[src/rtwi_pkg.sv]
`timescale 1ns / 1ps

package rtwi_pkg;

	localparam int LIMB_W           = 32;
	localparam int WORD_W           = 64;
	localparam int MAX_BITS_DEFAULT = 128;
	localparam int CARRY_W          = 4;
	localparam int MUL_W            = 5;
	localparam int TOP_W            = 5;

	localparam logic [7:0] RADIX_RESET       = 8'd10;
	localparam logic [7:0] VALUE_WIDTH_RESET = 8'd128;
	localparam logic [7:0] RADIX_MIN         = 8'd2;
	localparam logic [7:0] RADIX_MAX         = 8'd16;
	localparam logic [7:0] CHAR_UNDERSCORE   = 8'h5F;

	localparam logic [7:0] REG_RADIX       = 8'd0;
	localparam logic [7:0] REG_VALUE_WIDTH = 8'd1;

	localparam logic [2:0] ST_OK        = 3'd0;
	localparam logic [2:0] ST_BAD_RADIX = 3'd1;
	localparam logic [2:0] ST_BAD_DIGIT = 3'd2;
	localparam logic [2:0] ST_OVERFLOW  = 3'd3;
	localparam logic [2:0] ST_NO_DIGITS = 3'd4;

	// control for one limb step of the shared multiply-add
	typedef struct packed {
		logic             active;     // limb lies below the effective width
		logic             top_check;  // limb is the partial top limb
		logic [TOP_W-1:0] top;        // bit position of the width inside that limb
	} mac_ctl_t;

	// decoded character
	typedef struct packed {
		logic       is_hex;
		logic [3:0] value;
	} digit_t;

endpackage

[src/rtwi_char_decode.sv]
`timescale 1ns / 1ps

module rtwi_char_decode import rtwi_pkg::*; (
	input  logic [7:0] character,
	output digit_t     digit
);

	always_comb begin
		digit.is_hex = 1'b1;
		digit.value  = 4'd0;
		if (character >= 8'h30 && character <= 8'h39) begin
			digit.value = 4'(character - 8'h30);
		end else if (character >= 8'h61 && character <= 8'h66) begin
			digit.value = 4'(character - 8'h61 + 8'd10);
		end else if (character >= 8'h41 && character <= 8'h46) begin
			digit.value = 4'(character - 8'h41 + 8'd10);
		end else begin
			digit.is_hex = 1'b0;
		end
	end

endmodule

[src/rtwi_limb_mac.sv]
`timescale 1ns / 1ps

module rtwi_limb_mac import rtwi_pkg::*; (
	input  logic [LIMB_W-1:0]  limb_in,
	input  logic [MUL_W-1:0]   mul,
	input  logic [CARRY_W-1:0] carry_in,
	input  mac_ctl_t           ctl,
	output logic [LIMB_W-1:0]  limb_out,
	output logic [CARRY_W-1:0] carry_out,
	output logic               ovf
);

	localparam int P_W = LIMB_W + CARRY_W;

	logic [P_W-1:0] prod;

	assign prod = P_W'(limb_in) * P_W'(mul) + P_W'(carry_in);

	always_comb begin
		if (ctl.active) begin
			limb_out  = prod[LIMB_W-1:0];
			carry_out = prod[P_W-1:LIMB_W];
			ovf       = ctl.top_check && ((prod[LIMB_W-1:0] >> ctl.top) != '0);
		end else begin
			// limbs above the width are left alone but must be zero
			limb_out  = limb_in;
			carry_out = carry_in;
			ovf       = (limb_in != '0);
		end
	end

endmodule

[src/radix_text_to_wide_integer.sv]
`timescale 1ns / 1ps

// Converts a numeric literal, one ASCII character per item with end_of_text on the
// last, into an unsigned integer of up to MAX_BITS bits in the radix held in the radix
// register (2 to 16, hex letters in either case, underscores skipped). On the last
// character it gives a status (ok, bad radix, bad digit, overflow, no digits) and the
// value as one or two 64-bit words; on error a single zero word. A digit is accepted and
// then worked through all LIMB_COUNT limbs, one 32-bit limb multiply-add per cycle
// through the single shared multiply-add unit, while the input stalls; an underscore or
// a character after an error is only accepted. The last character then passes through
// the finish state to hand its words to the output register, and waits there while
// the previous literal's words are still stalled there. Configuration writes are
// always taken and should arrive only while the block is idle.
module radix_text_to_wide_integer import rtwi_pkg::*; #(
	parameter int MAX_BITS = MAX_BITS_DEFAULT
) (
	input  logic        clk,
	input  logic        arst_n,
	// configuration
	input  logic        cfg_valid,
	output logic        cfg_ready,
	input  logic [7:0]  cfg_index,
	input  logic [7:0]  cfg_data,
	// character items
	input  logic        in_valid,
	output logic        in_stall,
	input  logic [7:0]  character,
	input  logic        end_of_text,
	// result items
	output logic        out_valid,
	input  logic        out_stall,
	output logic [2:0]  status,
	output logic [63:0] value_word,
	output logic        word_index,
	output logic        last_word
);

	localparam int LIMB_COUNT = (MAX_BITS + LIMB_W - 1) / LIMB_W;
	localparam int IW         = (LIMB_COUNT > 1) ? $clog2(LIMB_COUNT) : 1;
	localparam int WW         = $clog2(MAX_BITS + 1);
	localparam int VIEW_LIMBS = 4;

	typedef enum logic [2:0] {
		S_IDLE   = 3'b001,
		S_CALC   = 3'b010,
		S_FINISH = 3'b100
	} state_t;

	state_t state_q;

	logic [7:0]         radix_q;
	logic [7:0]         value_width_q;
	logic [LIMB_W-1:0]  acc_q [LIMB_COUNT];
	logic [IW-1:0]      idx_q;
	logic [CARRY_W-1:0] carry_q;
	logic               ovf_q;
	logic               seen_q;
	logic [2:0]         error_q;
	logic               last_q;

	logic               out_valid_q;
	logic [2:0]         out_status_q;
	logic [WORD_W-1:0]  out_word_q;
	logic               out_index_q;
	logic               out_last_q;
	logic               pend_q;
	logic [WORD_W-1:0]  pend_word_q;

	// configuration registers, the port never pushes back
	assign cfg_ready = 1'b1;

	always_ff @(posedge clk or negedge arst_n) begin
		if (!arst_n) begin
			radix_q       <= RADIX_RESET;
			value_width_q <= VALUE_WIDTH_RESET;
		end else if (cfg_valid) begin
			if (cfg_index == REG_RADIX) begin
				radix_q <= cfg_data;
			end else if (cfg_index == REG_VALUE_WIDTH) begin
				value_width_q <= cfg_data;
			end
		end
	end

	// effective width clamped to 1..MAX_BITS and the limbs it covers
	logic [WW-1:0] eff_w;
	logic [WW-1:0] used;
	logic [WW-1:0] idx_ext;
	logic          radix_ok;

	always_comb begin
		if (value_width_q == 8'd0) begin
			eff_w = WW'(1);
		end else if (16'(value_width_q) > 16'(MAX_BITS)) begin
			eff_w = WW'(MAX_BITS);
		end else begin
			eff_w = WW'(value_width_q);
		end
	end

	assign used     = (eff_w >> 5) + WW'(eff_w[TOP_W-1:0] != '0);
	assign idx_ext  = WW'(idx_q);
	assign radix_ok = (radix_q >= RADIX_MIN) && (radix_q <= RADIX_MAX);

	// character decode
	digit_t digit;

	rtwi_char_decode u_decode (
		.character (character),
		.digit     (digit)
	);

	// shared limb multiply-add
	mac_ctl_t           mac_ctl;
	logic [LIMB_W-1:0]  mac_limb;
	logic [CARRY_W-1:0] mac_carry;
	logic               mac_ovf;

	assign mac_ctl.active    = idx_ext < used;
	assign mac_ctl.top_check = (idx_ext + WW'(1) == used) && (eff_w[TOP_W-1:0] != '0);
	assign mac_ctl.top       = eff_w[TOP_W-1:0];

	rtwi_limb_mac u_mac (
		.limb_in   (acc_q[idx_q]),
		.mul       (radix_q[MUL_W-1:0]),
		.carry_in  (carry_q),
		.ctl       (mac_ctl),
		.limb_out  (mac_limb),
		.carry_out (mac_carry),
		.ovf       (mac_ovf)
	);

	logic calc_done;
	logic calc_ovf;

	assign calc_done = (idx_q == IW'(LIMB_COUNT - 1));
	// a carry left over after the top used limb is an overflow as well
	assign calc_ovf  = ovf_q || mac_ovf || (mac_carry != '0);

	// value words, limbs past the store read as zero
	logic [VIEW_LIMBS*LIMB_W-1:0] view;

	for (genvar j = 0; j < VIEW_LIMBS; j++) begin : g_view
		if (j < LIMB_COUNT) begin : g_limb
			assign view[j*LIMB_W +: LIMB_W] = acc_q[j];
		end else begin : g_zero
			assign view[j*LIMB_W +: LIMB_W] = '0;
		end
	end

	logic [2:0] fin_status;

	always_comb begin
		priority if (error_q != ST_OK) begin
			fin_status = error_q;
		end else if (!radix_ok) begin
			fin_status = ST_BAD_RADIX;
		end else if (!seen_q) begin
			fin_status = ST_NO_DIGITS;
		end else begin
			fin_status = ST_OK;
		end
	end

	logic in_take;
	logic out_take;
	logic can_load;
	logic fin_load;

	assign in_stall = (state_q != S_IDLE);
	assign in_take  = in_valid && !in_stall;
	assign out_take = out_valid_q && !out_stall;
	assign can_load = !pend_q && (!out_valid_q || !out_stall);
	assign fin_load = (state_q == S_FINISH) && can_load;

	// sequencer and accumulator
	always_ff @(posedge clk or negedge arst_n) begin
		if (!arst_n) begin
			state_q <= S_IDLE;
			idx_q   <= '0;
			carry_q <= '0;
			ovf_q   <= 1'b0;
			seen_q  <= 1'b0;
			error_q <= ST_OK;
			last_q  <= 1'b0;
			for (int i = 0; i < LIMB_COUNT; i++) begin
				acc_q[i] <= '0;
			end
		end else begin
			unique case (state_q)
				S_IDLE: begin
					if (in_take) begin
						last_q  <= end_of_text;
						state_q <= end_of_text ? S_FINISH : S_IDLE;
						if (error_q == ST_OK) begin
							if (!radix_ok) begin
								error_q <= ST_BAD_RADIX;
							end else if (character != CHAR_UNDERSCORE) begin
								if (!digit.is_hex || 8'(digit.value) >= radix_q) begin
									error_q <= ST_BAD_DIGIT;
								end else begin
									// digit value rides in as the first carry
									seen_q  <= 1'b1;
									carry_q <= digit.value;
									idx_q   <= '0;
									ovf_q   <= 1'b0;
									state_q <= S_CALC;
								end
							end
						end
					end
				end
				S_CALC: begin
					acc_q[idx_q] <= mac_limb;
					carry_q      <= mac_carry;
					ovf_q        <= ovf_q || mac_ovf;
					if (calc_done) begin
						if (calc_ovf) begin
							error_q <= ST_OVERFLOW;
						end
						state_q <= last_q ? S_FINISH : S_IDLE;
					end else begin
						idx_q <= idx_q + IW'(1);
					end
				end
				S_FINISH: begin
					if (can_load) begin
						// literal handed over, start clean
						for (int i = 0; i < LIMB_COUNT; i++) begin
							acc_q[i] <= '0;
						end
						seen_q  <= 1'b0;
						error_q <= ST_OK;
						state_q <= S_IDLE;
					end
				end
				default: begin
					state_q <= S_IDLE;
				end
			endcase
		end
	end

	// output register plus one pending upper word
	always_ff @(posedge clk or negedge arst_n) begin
		if (!arst_n) begin
			out_valid_q <= 1'b0;
			pend_q      <= 1'b0;
		end else if (fin_load) begin
			out_valid_q <= 1'b1;
			pend_q      <= (fin_status == ST_OK) && (eff_w > WW'(WORD_W));
		end else if (out_take) begin
			out_valid_q <= pend_q;
			pend_q      <= 1'b0;
		end
	end

	always_ff @(posedge clk) begin
		if (fin_load) begin
			out_status_q <= fin_status;
			out_index_q  <= 1'b0;
			pend_word_q  <= view[2*WORD_W-1:WORD_W];
			if (fin_status != ST_OK) begin
				out_word_q <= '0;
				out_last_q <= 1'b1;
			end else begin
				out_word_q <= view[WORD_W-1:0];
				out_last_q <= !(eff_w > WW'(WORD_W));
			end
		end else if (out_take && pend_q) begin
			out_status_q <= ST_OK;
			out_word_q   <= pend_word_q;
			out_index_q  <= 1'b1;
			out_last_q   <= 1'b1;
		end
	end

	assign out_valid  = out_valid_q;
	assign status     = out_status_q;
	assign value_word = out_word_q;
	assign word_index = out_index_q;
	assign last_word  = out_last_q;

endmodule

[config.mk]
export PLATFORM = sky130hd
export DESIGN_NAME = radix_text_to_wide_integer
export DESIGN_NICKNAME = d
export VERILOG_FILES = /design/src/rtwi_pkg.sv /design/src/rtwi_char_decode.sv /design/src/rtwi_limb_mac.sv /design/src/radix_text_to_wide_integer.sv
export SDC_FILE = /design/constraint.sdc
export NUM_CORES = 1
export LEC_CHECK = 0
export ABC_CLOCK_PERIOD_IN_PS = 8400
export BUFFER_PORTS_ARGS = -buffer_cell sky130_fd_sc_hd__buf_2
export CAP_MARGIN = 20
export CORE_MARGIN = 8
export CORE_UTILIZATION = 50
export DETAILED_ROUTE_END_ITERATION = 10
export HOLD_SLACK_MARGIN = 0.08
export PLACE_DENSITY = 0.79
export SYNTH_ARGS = -nofsm -noshare
export SYNTH_HDL_FRONTEND = slang
export SYNTH_SLANG_ARGS = --single-unit
[constraint.sdc]
create_clock -name clk -period 8.4 [get_ports clk]
set_clock_uncertainty 0.15 [all_clocks]
set_input_delay 1.26 -clock clk [delete_from_list [all_inputs] [get_ports clk]]
set_output_delay 1.26 -clock clk [all_outputs]
set_load 0.02 [all_outputs]
==> Yosys cells after proc, flatten, opt, wreduce, memory -nomap -nowiden <==
Index checks and enable logic that the tools add are counted.
{ "word_totals": {"register_bits": 294, "latch_bits": 0, "mem_bits_rw": 0, "rom_bits": 0, "input_bits": 30, "out_inout_bits": 72, "word_cells": 193, "n_memories": 0} }
{ "classes": {"addsub": 9, "mul": 1, "div_mod_pow": 0, "order_cmp": 14, "eq_ne": 19, "shifts": 1, "muxes": 79, "n_bitwise": 2, "n_reduce_logical": 48} }
{ "op_table": {"columns": ["op", "count"], "rows": [
  ["$pmux W128 S2", 1],
  ["$mux W64", 3],
  ["$bwmux W128", 1],
  ["$mux W128", 1],
  ["$mux W32", 4],
  ["$mux W3", 22],
  ["$bmux W32 S2", 1],
  ["$demux W32 S2", 1],
  ["$reduce_bool A32 Y1", 2],
  ["$add A36 B4 Y36", 1],
  ["$mul A32 B5 Y36", 1],
  ["$mux W4", 9],
  ["$shr A32 B5 Y32", 1],
  ["$mux W1", 22],
  ["$ne A2 B2 Y1 const B", 9],
  ["$pmux W3 S3", 2],
  ["$ge A8 B7 Y1 const B", 2],
  ["$le A8 B7 Y1 const B", 2],
  ["$logic_not A8 Y1", 2],
  ["$mux W8", 2],
  ["$reduce_and A7 Y1", 2],
  ["$logic_and A1 B1 Y1", 13],
  ["$mux W2", 6],
  ["$sub A4 B1 Y4 const B", 3],
  ["39 further kinds", 60]
]} }

==> Longest topological paths before layout <==
Gate-level depths: netlist of the first run.
{ "depth": {"word_depth": 15, "mapped_depth": 24, "mapped_depth_nobuf": 21} }

==> Modules after synthesis <==
Synthesis of the first run repeated with hierarchy kept, for this count alone.
{ "hier_totals": {"cells_unflattened": 1770, "area_unflattened_um2": 19334.8} }
{ "modules_own_cells": {"columns": ["module", "instances", "cells_each", "area_each_um2"], "rows": [
  ["radix_text_to_wide_integer", 1, 813, 12029.0],
  ["rtwi_limb_mac", 1, 932, 7113.1],
  ["rtwi_char_decode", 1, 25, 192.7]
]} }

==> Worst setup path before layout of the first run <==
No wires, ideal clock.
{ "synth_timing": {"path_kind": "flip-flop to flip-flop", "startpoint": "register idx_q[0]", "endpoint": "register error_q[0]", "setup_time_ns": 0.131, "arrival_time_ns": 6.511, "required_ns": 8.119, "path_slack_ns": 1.608, "stages_incl_launch_ff": 23, "path_buffers": 2, "period_less_slack_ns": 6.792, "cell_sequence": "dfrtp_1 clkbuf_1 buf_1 mux4_2 and2_1 fa_1 fa_1 inv_1 fa_1 inv_1 ha_1 o211ai_2 a21oi_2 o21ai_4 a21oi_2 or4_4 a311oi_4 mux2_4 a31oi_4 o41ai_2 o221ai_2 a2111oi_2 nor3_1"} }
{ "synth_via": {"elab_chain_cells": 14, "elab_cells_between_ends": 23, "classes_between": "2 x add/sub; 1 x mul; 1 x order compare; 4 x eq/ne; 1 x shift; 5 x mux; 1 x bitwise; 8 x reduce/logical"} }
{ "synth_rtl": {"columns": ["element", "line", "source"], "rows": [
  ["from (decl)", "radix_text_to_wide_integer.sv:54", "logic [IW-1:0] idx_q;"],
  ["from (signal assigned)", "radix_text_to_wide_integer.sv:223", "idx_q <= idx_q + IW'(1);"],
  ["$not A2 Y3 (not written as such)", "radix_text_to_wide_integer.sv:124", ".limb_in (acc_q[idx_q]),"],
  ["$bmux W32 S2", "radix_text_to_wide_integer.sv:124", null],
  ["$mux W32 (not written as such) (2 in a row)", "radix_text_to_wide_integer.sv:124", null],
  ["$mul A32 B5 Y36", "rtwi_limb_mac.sv:17", "assign prod = P_W'(limb_in) * P_W'(mul) + P_W'(carry_in);"],
  ["$add A36 B4 Y36", "rtwi_limb_mac.sv:17", null],
  ["$shr A32 B5 Y32", "rtwi_limb_mac.sv:23", "ovf = ctl.top_check && ((prod[LIMB_W-1:0] >> ctl.top) != '0);"],
  ["$reduce_bool A32 Y1", "rtwi_limb_mac.sv:23", null],
  ["$logic_and A1 B1 Y1", "rtwi_limb_mac.sv:23", null],
  ["$mux W1", "rtwi_limb_mac.sv:20", "if (ctl.active) begin"],
  ["$logic_or A1 B1 Y1 (2 in a row)", "radix_text_to_wide_integer.sv:138", "assign calc_ovf = ovf_q || mac_ovf || (mac_carry != '0);"],
  ["$ne A2 B2 Y1 (no line)", null, null],
  ["$reduce_and A8 Y1 (no line) (*)", null, null],
  ["to (signal assigned)", "radix_text_to_wide_integer.sv:184", "error_q <= ST_OK;"],
  ["to (signal assigned)", "radix_text_to_wide_integer.sv:197", "error_q <= ST_BAD_RADIX;"],
  ["to (signal assigned)", "radix_text_to_wide_integer.sv:200", "error_q <= ST_BAD_DIGIT;"],
  ["to (decl)", "radix_text_to_wide_integer.sv:58", "logic [2:0] error_q;"]
]} }
Mark *: on every way between the ends. The rest lies on a longest branch, timed or not. The select of a mux whose other input is x is not followed.
A chain may end at the register's enable or synchronous reset.

==> Worst setup path after layout of the first run <==
{ "layout_timing": {"startpoint": "register idx_q[1]", "endpoint": "register error_q[0]"} }
The elaborated chain is that of the path after synthesis.

==> results of run 1 <==
[tightest hold or removal path: stages, from the launching register on]
cell and delay (ps):
sky130_fd_sc_hd__dfxtp_1 310, sky130_fd_sc_hd__inv_1 50, sky130_fd_sc_hd__a21oi_1 50
[placed cells by master, fill, tap and decap left out, types with 8 or more instances in the layout]
cell	n
sky130_fd_sc_hd__edfxtp_1	132
sky130_fd_sc_hd__a22o_1	145
sky130_fd_sc_hd__o21ai_1	10
sky130_fd_sc_hd__buf_2	99
sky130_fd_sc_hd__a21oi_1	55
sky130_fd_sc_hd__mux4_2	32
sky130_fd_sc_hd__xor2_1	9
sky130_fd_sc_hd__nor2b_1	8
sky130_fd_sc_hd__nand2_1	164
sky130_fd_sc_hd__a21o_1	14
sky130_fd_sc_hd__and3_1	8
sky130_fd_sc_hd__dfrtp_1	155
sky130_fd_sc_hd__o21ai_0	101
sky130_fd_sc_hd__nor2_1	66
sky130_fd_sc_hd__mux2_2	15
sky130_fd_sc_hd__fa_1	93
sky130_fd_sc_hd__nand2b_1	17
sky130_fd_sc_hd__xnor2_1	16
sky130_fd_sc_hd__nor3_1	24
sky130_fd_sc_hd__clkbuf_16	29
sky130_fd_sc_hd__mux2i_1	17
sky130_fd_sc_hd__inv_1	174
sky130_fd_sc_hd__buf_4	22
sky130_fd_sc_hd__or3_1	8
sky130_fd_sc_hd__and2_1	151
sky130_fd_sc_hd__ha_1	87
sky130_fd_sc_hd__nor4_1	18
sky130_fd_sc_hd__nand3_1	19
sky130_fd_sc_hd__nand4_1	16
sky130_fd_sc_hd__a21oi_2	9
sky130_fd_sc_hd__o211ai_1	16
[power groups by stage]
stage                     logic [mW]  clock network, mW  registers [mW]
after floorplan                 2.36                  0            2.00
after global placement          3.21                  0            2.04
after detailed placement        3.26                  0            2.06
after CTS                       3.30               1.30            2.03
after global routing            3.65               1.36            2.07
final                           3.33               1.29            2.03
[kinds of logic after synthesis]
family | synth area share (%)
XOR/XNOR | 1.113
flip-flops | 40.62
other | 0.01906
buffers and inverters | 5.895
adder cells (fa/ha/maj) | 15.00
AO/OA/AOI/OAI | 17.70
multiplexers | 5.463
AND/OR/NAND/NOR | 14.19
[layer usage]
metal  wire (µm)  up-vias  share of wire [%]
met5           0        -                  0
met4        1550        0                2.8
met3        5097      106                9.3
met2       26060      678                 47
met1       22350     7502                 41
li1            -     6682                  -
[worst paths after layout]
kind                            startpoint    endpoint  slack, ps  depth (start not counted)
max in group asynchronous           arst_n  acc_q[104]       5930                          2
worst min-delay path            word_index  word_index        300                          2
min in group asynchronous           arst_n  carry_q[3]        630                          1
worst max register to register    idx_q[1]  error_q[0]        820                         21
worst max-delay path              idx_q[1]  error_q[0]        820                         21
worst min register to register  word_index  word_index        300                          2
[flip-flops by register name (all words and copies together), names as in the netlist, 2 cells and up]
name,count
status,3
error_q,2
state_q,3
pend_word_q,64
value_word,64
acc_q,128
radix_q,8
value_width_q,8
idx_q,2
carry_q,4
[metrics by stage]
step                      instances  total power, mW  hold slack (ps)  util, %  setup slack [ps]
final                          2429            6.655            297.8    55.47             818.9
after global routing           2429            7.075            330.4    55.47             453.1
after detailed placement       2376            5.315            291.6    53.04             910.6
after CTS                      2429            6.631            299.6    55.47             834.5
after global placement         2376            5.243            284.3    53.04             943.9
after floorplan                1838            4.358            291.2        -              1608
[area by class of cell]
class	instances	area share (%)
clock buffers	33	3.494
clock inverters	20	0.8967
inverters	175	3.057
multi-input cells	1268	49.21
flip-flops and latches	293	37.20
well taps	518	3.016
repair buffers	122	3.127
==> metrics.log, run 1 <==
INFO  metric numClockSinks = 293
INFO  metric slew_headroom = 23.65%
INFO  metric finalMaxSlewViolations = 0
INFO  metric finalSetupViolations = 0
INFO  metric detailed_place.area = 0.02054 mm²
INFO  metric gpl.final_weighted_congestion = 0.9410
INFO  metric buffer_type_at_the_clock_tree_root = sky130_fd_sc_hd__clkbuf_16
INFO  metric syn_nets = 2,048
INFO  metric finalWirelength = 55,060 µm
INFO  metric synth.distinct_cells = 103
INFO  metric synth_common_cells = sky130_fd_sc_hd__inv_1 (174), sky130_fd_sc_hd__nand2_1 (166), sky130_fd_sc_hd__dfrtp_1 (156), sky130_fd_sc_hd__and2_1 (151), sky130_fd_sc_hd__a22o_1 (145)
INFO  metric tritoncts = built
INFO  metric syn_inst = 1,838
INFO  metric cellInternalPower = 3.715 mW
INFO  metric number_of_drc_markers_after_the_initial_detailed_route_iteration = 1,381
INFO  metric flow.area_growth_from_synthesis = 9.215%
INFO  metric switching_share = 44.17%
INFO  metric num_rows = 72
INFO  metric cp_num_buf_inv = 3
INFO  metric total_drc_errors_in_the_routed_layout = 0
INFO  metric syn_area_per_cell = 10.70 µm²
INFO  metric combinational_power_share = 50.0%
INFO  metric grt-busiest-layer = met2
INFO  metric met3_usage = 5.557%
INFO  metric port_buffers = 100
INFO  metric globalRouteOverflowTotal = 0
INFO  metric sequentialPowerShare = 30.6%
INFO  metric fillcell_total = 3,277
INFO  metric worstSetupStartpointType = register
INFO  metric leakagePower = 9.489 nW
INFO  metric top_level_ports = 102
INFO  metric place.detailed.hpwl = 39,880 µm
INFO  metric cp_top_family = adder cells
INFO  metric p_per_area = 309.7 mW/mm²
INFO  metric cp.required = 8680 ps
INFO  metric setup_repair_after_global_routing_missed_its_margin = no
INFO  metric global_route.usage.met2 = 38.26%
INFO  metric tmin_final = 7581 ps
INFO  metric critical_path.cell_chain = buf_4, mux4_2, and2_1, fa_1, fa_1, inv_1, fa_1, inv_1, ha_1, nand2_1, o21ai_1, nor3b_1, or4_1, o211ai_1, a311oi_4, mux2_4, a31oi_4, nor4_1, o2111ai_1, a2111oi_2, nor3_1
INFO  metric cts_hold_buf = 0
INFO  metric cts_setup_buffers = 0
INFO  metric routedWlPerCell = 22.67 µm
INFO  metric die_h = 214.4 µm
INFO  metric synth_flop_cell = sky130_fd_sc_hd__dfrtp_1
INFO  metric mappedNetlistArea = 0.01968 mm²
INFO  metric maximum_number_of_pins_on_one_net_before_global_route_repair = 87
INFO  metric ys_ff_latch = 293
INFO  metric ff_latch_area = 0.007994 mm²
INFO  metric clk_latency = 560 ps
INFO  metric ys_warn_count = 0
INFO  metric number_of_antenna_violations_at_the_first_check_in_global_routing = 0
INFO  metric cp-end-kind = register
INFO  metric clk_pin_slew_worst_paths = 70 ps
INFO  metric async_flop_share = 54.61%
INFO  metric netlist_top_cells_area = sky130_fd_sc_hd__edfxtp_1 (20%), sky130_fd_sc_hd__dfrtp_1 (20%), sky130_fd_sc_hd__fa_1 (9.5%), sky130_fd_sc_hd__a22o_1 (6.5%), sky130_fd_sc_hd__ha_1 (5.5%)
INFO  metric outcome = complete, no violations
INFO  metric grt_pass1_wl = 87,510 µm
INFO  metric largest_stage_delay_worst_path = 1020 ps
INFO  metric crit_arrival = 7860 ps
INFO  metric worst_path_max_delay_cell = sky130_fd_sc_hd__dfrtp_1
INFO  metric num_cts_buffers = 29
INFO  metric die_width = 214.4 µm
INFO  metric multiInputGateArea = 0.01057 mm²
INFO  metric vias_per_cell = 6.162
INFO  metric timing.setup.critical_path_class = reg -> reg
INFO  metric floorplan.die_area = 0.04595 mm²
INFO  metric fin_tns_setup = 0 ps
INFO  metric groute.usage.overall = 23.59%
INFO  metric synth.largest_area_cell = sky130_fd_sc_hd__edfxtp_1
INFO  metric cap_violations = 0
INFO  metric number_of_global_route_vias_before_repair = 15,290
INFO  metric initial_core_utilization = 50.79%
INFO  metric clock_tree.buffer_depth = 3
INFO  metric synth_sequential_area_ratio = 40.62%
INFO  metric synth_enable_flop_cells = 132
INFO  metric power_frac_clock = 19.4%
INFO  metric p_switching = 2.939 mW
INFO  metric post_layout_inst_area = 0.02149 mm²
INFO  metric yosysMostFrequentCell = sky130_fd_sc_hd__inv_1
INFO  metric route.vias.total = 14,970
INFO  metric nets = 2,099
INFO  metric drive_gt1_share = 14.91%
INFO  metric floorplan.core_area = 0.03874 mm²
INFO  metric ant_diodes = 0
INFO  metric cts_resized = 0
INFO  metric holdCritPathClass = reg -> reg
INFO  metric clock.fmax = 0.1319 GHz
INFO  metric timing.critical_path.mode_cell = sky130_fd_sc_hd__fa_1
INFO  metric cts_htree_levels = 1
INFO  metric worst_slew_pin_slew = 1136 ps
INFO  metric grt.met1_usage = 31.16%
INFO  metric vdd_drop_max = 182.4 µV
INFO  metric fin_crit_sh = 90.25%
INFO  metric drt-pass1-iter-count = 5
INFO  metric highest_net_fanout_along_the_worst_path = 18
INFO  metric drt.antenna.violating_nets = 0
INFO  metric report.final.hold_viol_count = 0
INFO  metric yosys.area.top_type_share = 20.15%
(Power assumes the default switching activity.)
==> inputs of run 2 (changes only) <==
--- a/config.mk
+++ b/config.mk
@@ -10,6 +10,7 @@
 export CAP_MARGIN = 20
 export CORE_MARGIN = 8
 export CORE_UTILIZATION = 50
+export CTS_BUF_LIST = sky130_fd_sc_hd__clkbuf_4 sky130_fd_sc_hd__clkbuf_8
 export DETAILED_ROUTE_END_ITERATION = 10
 export HOLD_SLACK_MARGIN = 0.08
 export PLACE_DENSITY = 0.79
==> run 2 against run 1 <==
Net effect: clock power is essentially flat; cell count grew 1.6%; setup slack gained 15 ps; routed wire length shrank 0.11%; sequential cell count is the same; first-iteration DRC count grew 8.8%; die area is the same; total power grew 0.57%; highest routed layer unchanged.
==> metrics.log, run 2 (same netlist as run 1, synthesis figures left out) <==
INFO  metric largest_register_ffs = 128
INFO  metric ff_latch_area = 0.007994 mm²
INFO  metric port_buffers = 100
INFO  metric globalRouteOverflowTotal = 0
INFO  metric top_level_ports = 102
INFO  metric fin_worst_hold_slack = 294.4 ps
INFO  metric cts_resized = 0
INFO  metric worst-r2r-setup-slack = 830 ps
INFO  metric clock.fmax = 0.1322 GHz
INFO  metric floorplan.core_area = 0.03874 mm²
INFO  metric fin_tns_setup = 0 ps
INFO  metric worst_path_max_delay_cell = sky130_fd_sc_hd__dfrtp_2
INFO  metric worst_slew_pin_slew = 1074 ps
INFO  metric layout_setup_ws = 834.3 ps
INFO  metric timing.setup.critical_path_class = reg -> reg
INFO  metric tmin_final = 7566 ps
INFO  metric leakagePower = 9.590 nW
INFO  metric groute.usage.overall = 23.76%
INFO  metric outcome = complete, no violations
INFO  metric numClockSinks = 293
INFO  metric cts_htree_levels = 2
INFO  metric ant_diodes = 0
INFO  metric drt.antenna.violating_nets = 0
INFO  metric die_width = 214.4 µm
INFO  metric report.power.total = 6.693 mW
INFO  metric number_of_antenna_violations_at_the_first_check_in_global_routing = 0
INFO  metric cts_setup_buffers = 0
INFO  metric vias_per_cell = 6.148
INFO  metric finalSetupViolations = 0
INFO  metric finalMaxSlewViolations = 0
INFO  metric tritoncts = built
INFO  metric grt_pass1_wl = 87,640 µm
INFO  metric number_of_drc_markers_after_the_initial_detailed_route_iteration = 1,503
INFO  metric clk_pin_slew_worst_paths = 60 ps
INFO  metric fin_crit_sh = 90.07%
INFO  metric timing.critical_path.mode_cell = sky130_fd_sc_hd__fa_1
INFO  metric rr_worst_depth = 20
INFO  metric place.detailed.hpwl = 39,880 µm
INFO  metric cp-end-kind = register
INFO  metric critical_path.cell_chain = buf_4, mux4_2, nand2_1, fa_1, fa_1, fa_1, inv_1, ha_1, o211ai_1, o21ai_1, o2bb2ai_1, o31ai_1, xor2_1, o2111a_2, mux2_4, a31oi_4, nor4_1, o2111ai_1, a2111oi_2, nor3_1
INFO  metric holdCritPathClass = reg -> reg
INFO  metric maximum_number_of_pins_on_one_net_before_global_route_repair = 87
INFO  metric setup_repair_after_global_routing_missed_its_margin = no
INFO  metric crit_path_start = idx_q[0]
INFO  metric drive_gt1_share = 16.67%
INFO  metric finalWirelength = 54,990 µm
INFO  metric cts_hold_buf = 0
INFO  metric die_h = 214.4 µm
INFO  metric num_rows = 72
INFO  metric clk_latency = 610 ps
INFO  metric cp.required = 8720 ps
INFO  metric worstSetupStartpointType = register
INFO  metric route.vias.total = 15,170
INFO  metric setup.worst_path.end = error_q[0]
INFO  metric r2r-end = error_q[0]
INFO  metric worstReg2RegStart = idx_q[0]
INFO  metric report.final.hold_viol_count = 0
INFO  metric floorplan.die_area = 0.04595 mm²
INFO  metric largest_stage_delay_worst_path = 980 ps
INFO  metric num_cts_buffers = 49
INFO  metric nets = 2,119
INFO  metric buffer_type_at_the_clock_tree_root = sky130_fd_sc_hd__clkbuf_8
INFO  metric highest_net_fanout_along_the_worst_path = 25
INFO  metric pre_cts_ws = 910.6 ps
INFO  metric gpl.final_weighted_congestion = 0.9410
INFO  metric multiInputGateArea = 0.01057 mm²
INFO  metric crit_arrival = 7890 ps
INFO  metric layout_common_cells = sky130_fd_sc_hd__inv_1 (174), sky130_fd_sc_hd__nand2_1 (164), sky130_fd_sc_hd__dfrtp_1 (155), sky130_fd_sc_hd__and2_1 (151), sky130_fd_sc_hd__a22o_1 (145)
INFO  metric routedWlPerCell = 22.28 µm
INFO  metric p_per_area = 310.1 mW/mm²
INFO  metric number_of_global_route_vias_before_repair = 15,390
INFO  metric total_drc_errors_in_the_routed_layout = 0
INFO  metric drt-pass1-iter-count = 5
INFO  metric cap_violations = 0
INFO  metric clock_tree.buffer_depth = 3
INFO  metric fillcell_total = 3,293
INFO  metric initial_core_utilization = 50.79%
INFO  metric vdd_drop_max = 184.8 µV
INFO  metric flow.area_growth_from_synthesis = 9.711%
INFO  metric slew_headroom = 27.81%
INFO  metric final_common_cell = sky130_fd_sc_hd__inv_1
INFO  metric regMostFlops = acc_q
run 2: changes by cell type in the layout (fill, tap and decap cells not counted), sizes merged:
cell	previous run	this run
clkinvlp	5	2
bufinv	3	2
clkinv	11	13
clkbuf	33	74
run 2: cell type report:
class | count | share of cell area (%)
Clock buffer | 74 | 4.139
Clock inverter | 18 | 0.6840
Tap cell | 518 | 3.003
Multi-Input combinational cell | 1268 | 48.99
Inverter | 175 | 3.043
Timing Repair Buffer | 122 | 3.113
Sequential cell | 293 | 37.03
run 2: how the worst min path moves through the flow:
stage	depth (start not counted)	slack (ps)	to	from
6_report	2	290	word_index	word_index
5_1_grt	0	310	pend_word_q[54]	acc_q[22]
4_1_cts	2	300	word_index	word_index
3_5_place_dp	2	290	word_index	word_index
3_3_place_gp	2	280	word_index	word_index
2_1_floorplan	0	290	pend_word_q[0]	acc_q[32]
run 2: per-layer routing:
layer  track usage, %  vias up  wire (µm)  part of all wire [%]
met5                0        -          0                     0
met4            8.021        0       1657                   3.0
met3            6.192      124       5382                   9.8
met2            37.93      738      25800                    47
met1            31.26     7573      22150                    40
li1                 -     6739          -                     -
run 2: metrics by stage:
stage / std cells / utilization (%) / cell area [µm²]
after floorplan: 1838 / - / 19680
after global placement: 2376 / 53.04 / 20540
after detailed placement: 2376 / 53.04 / 20540
after CTS: 2468 / 55.72 / 21590
after global routing: 2468 / 55.72 / 21590
final: 2468 / 55.72 / 21590
run 2: critical path: cells and delay by family, from the launching register on:
kind	cells	cell delay [ps]
compound gates	8	2240
mux	2	800
buf+inv	2	430
xor+xnor	1	400
simple gates	3	510
flops	1	980
fa+ha+maj	4	1890
run 2: report_power, final:
| group | internal (mW) | total, mW | switching [mW] |
|---|---|---|---|
| logic | 1.18 | 3.34 | 2.16 |
| registers | 1.80 | 2.03 | 0.232 |
| clock network | 0.746 | 1.32 | 0.578 |
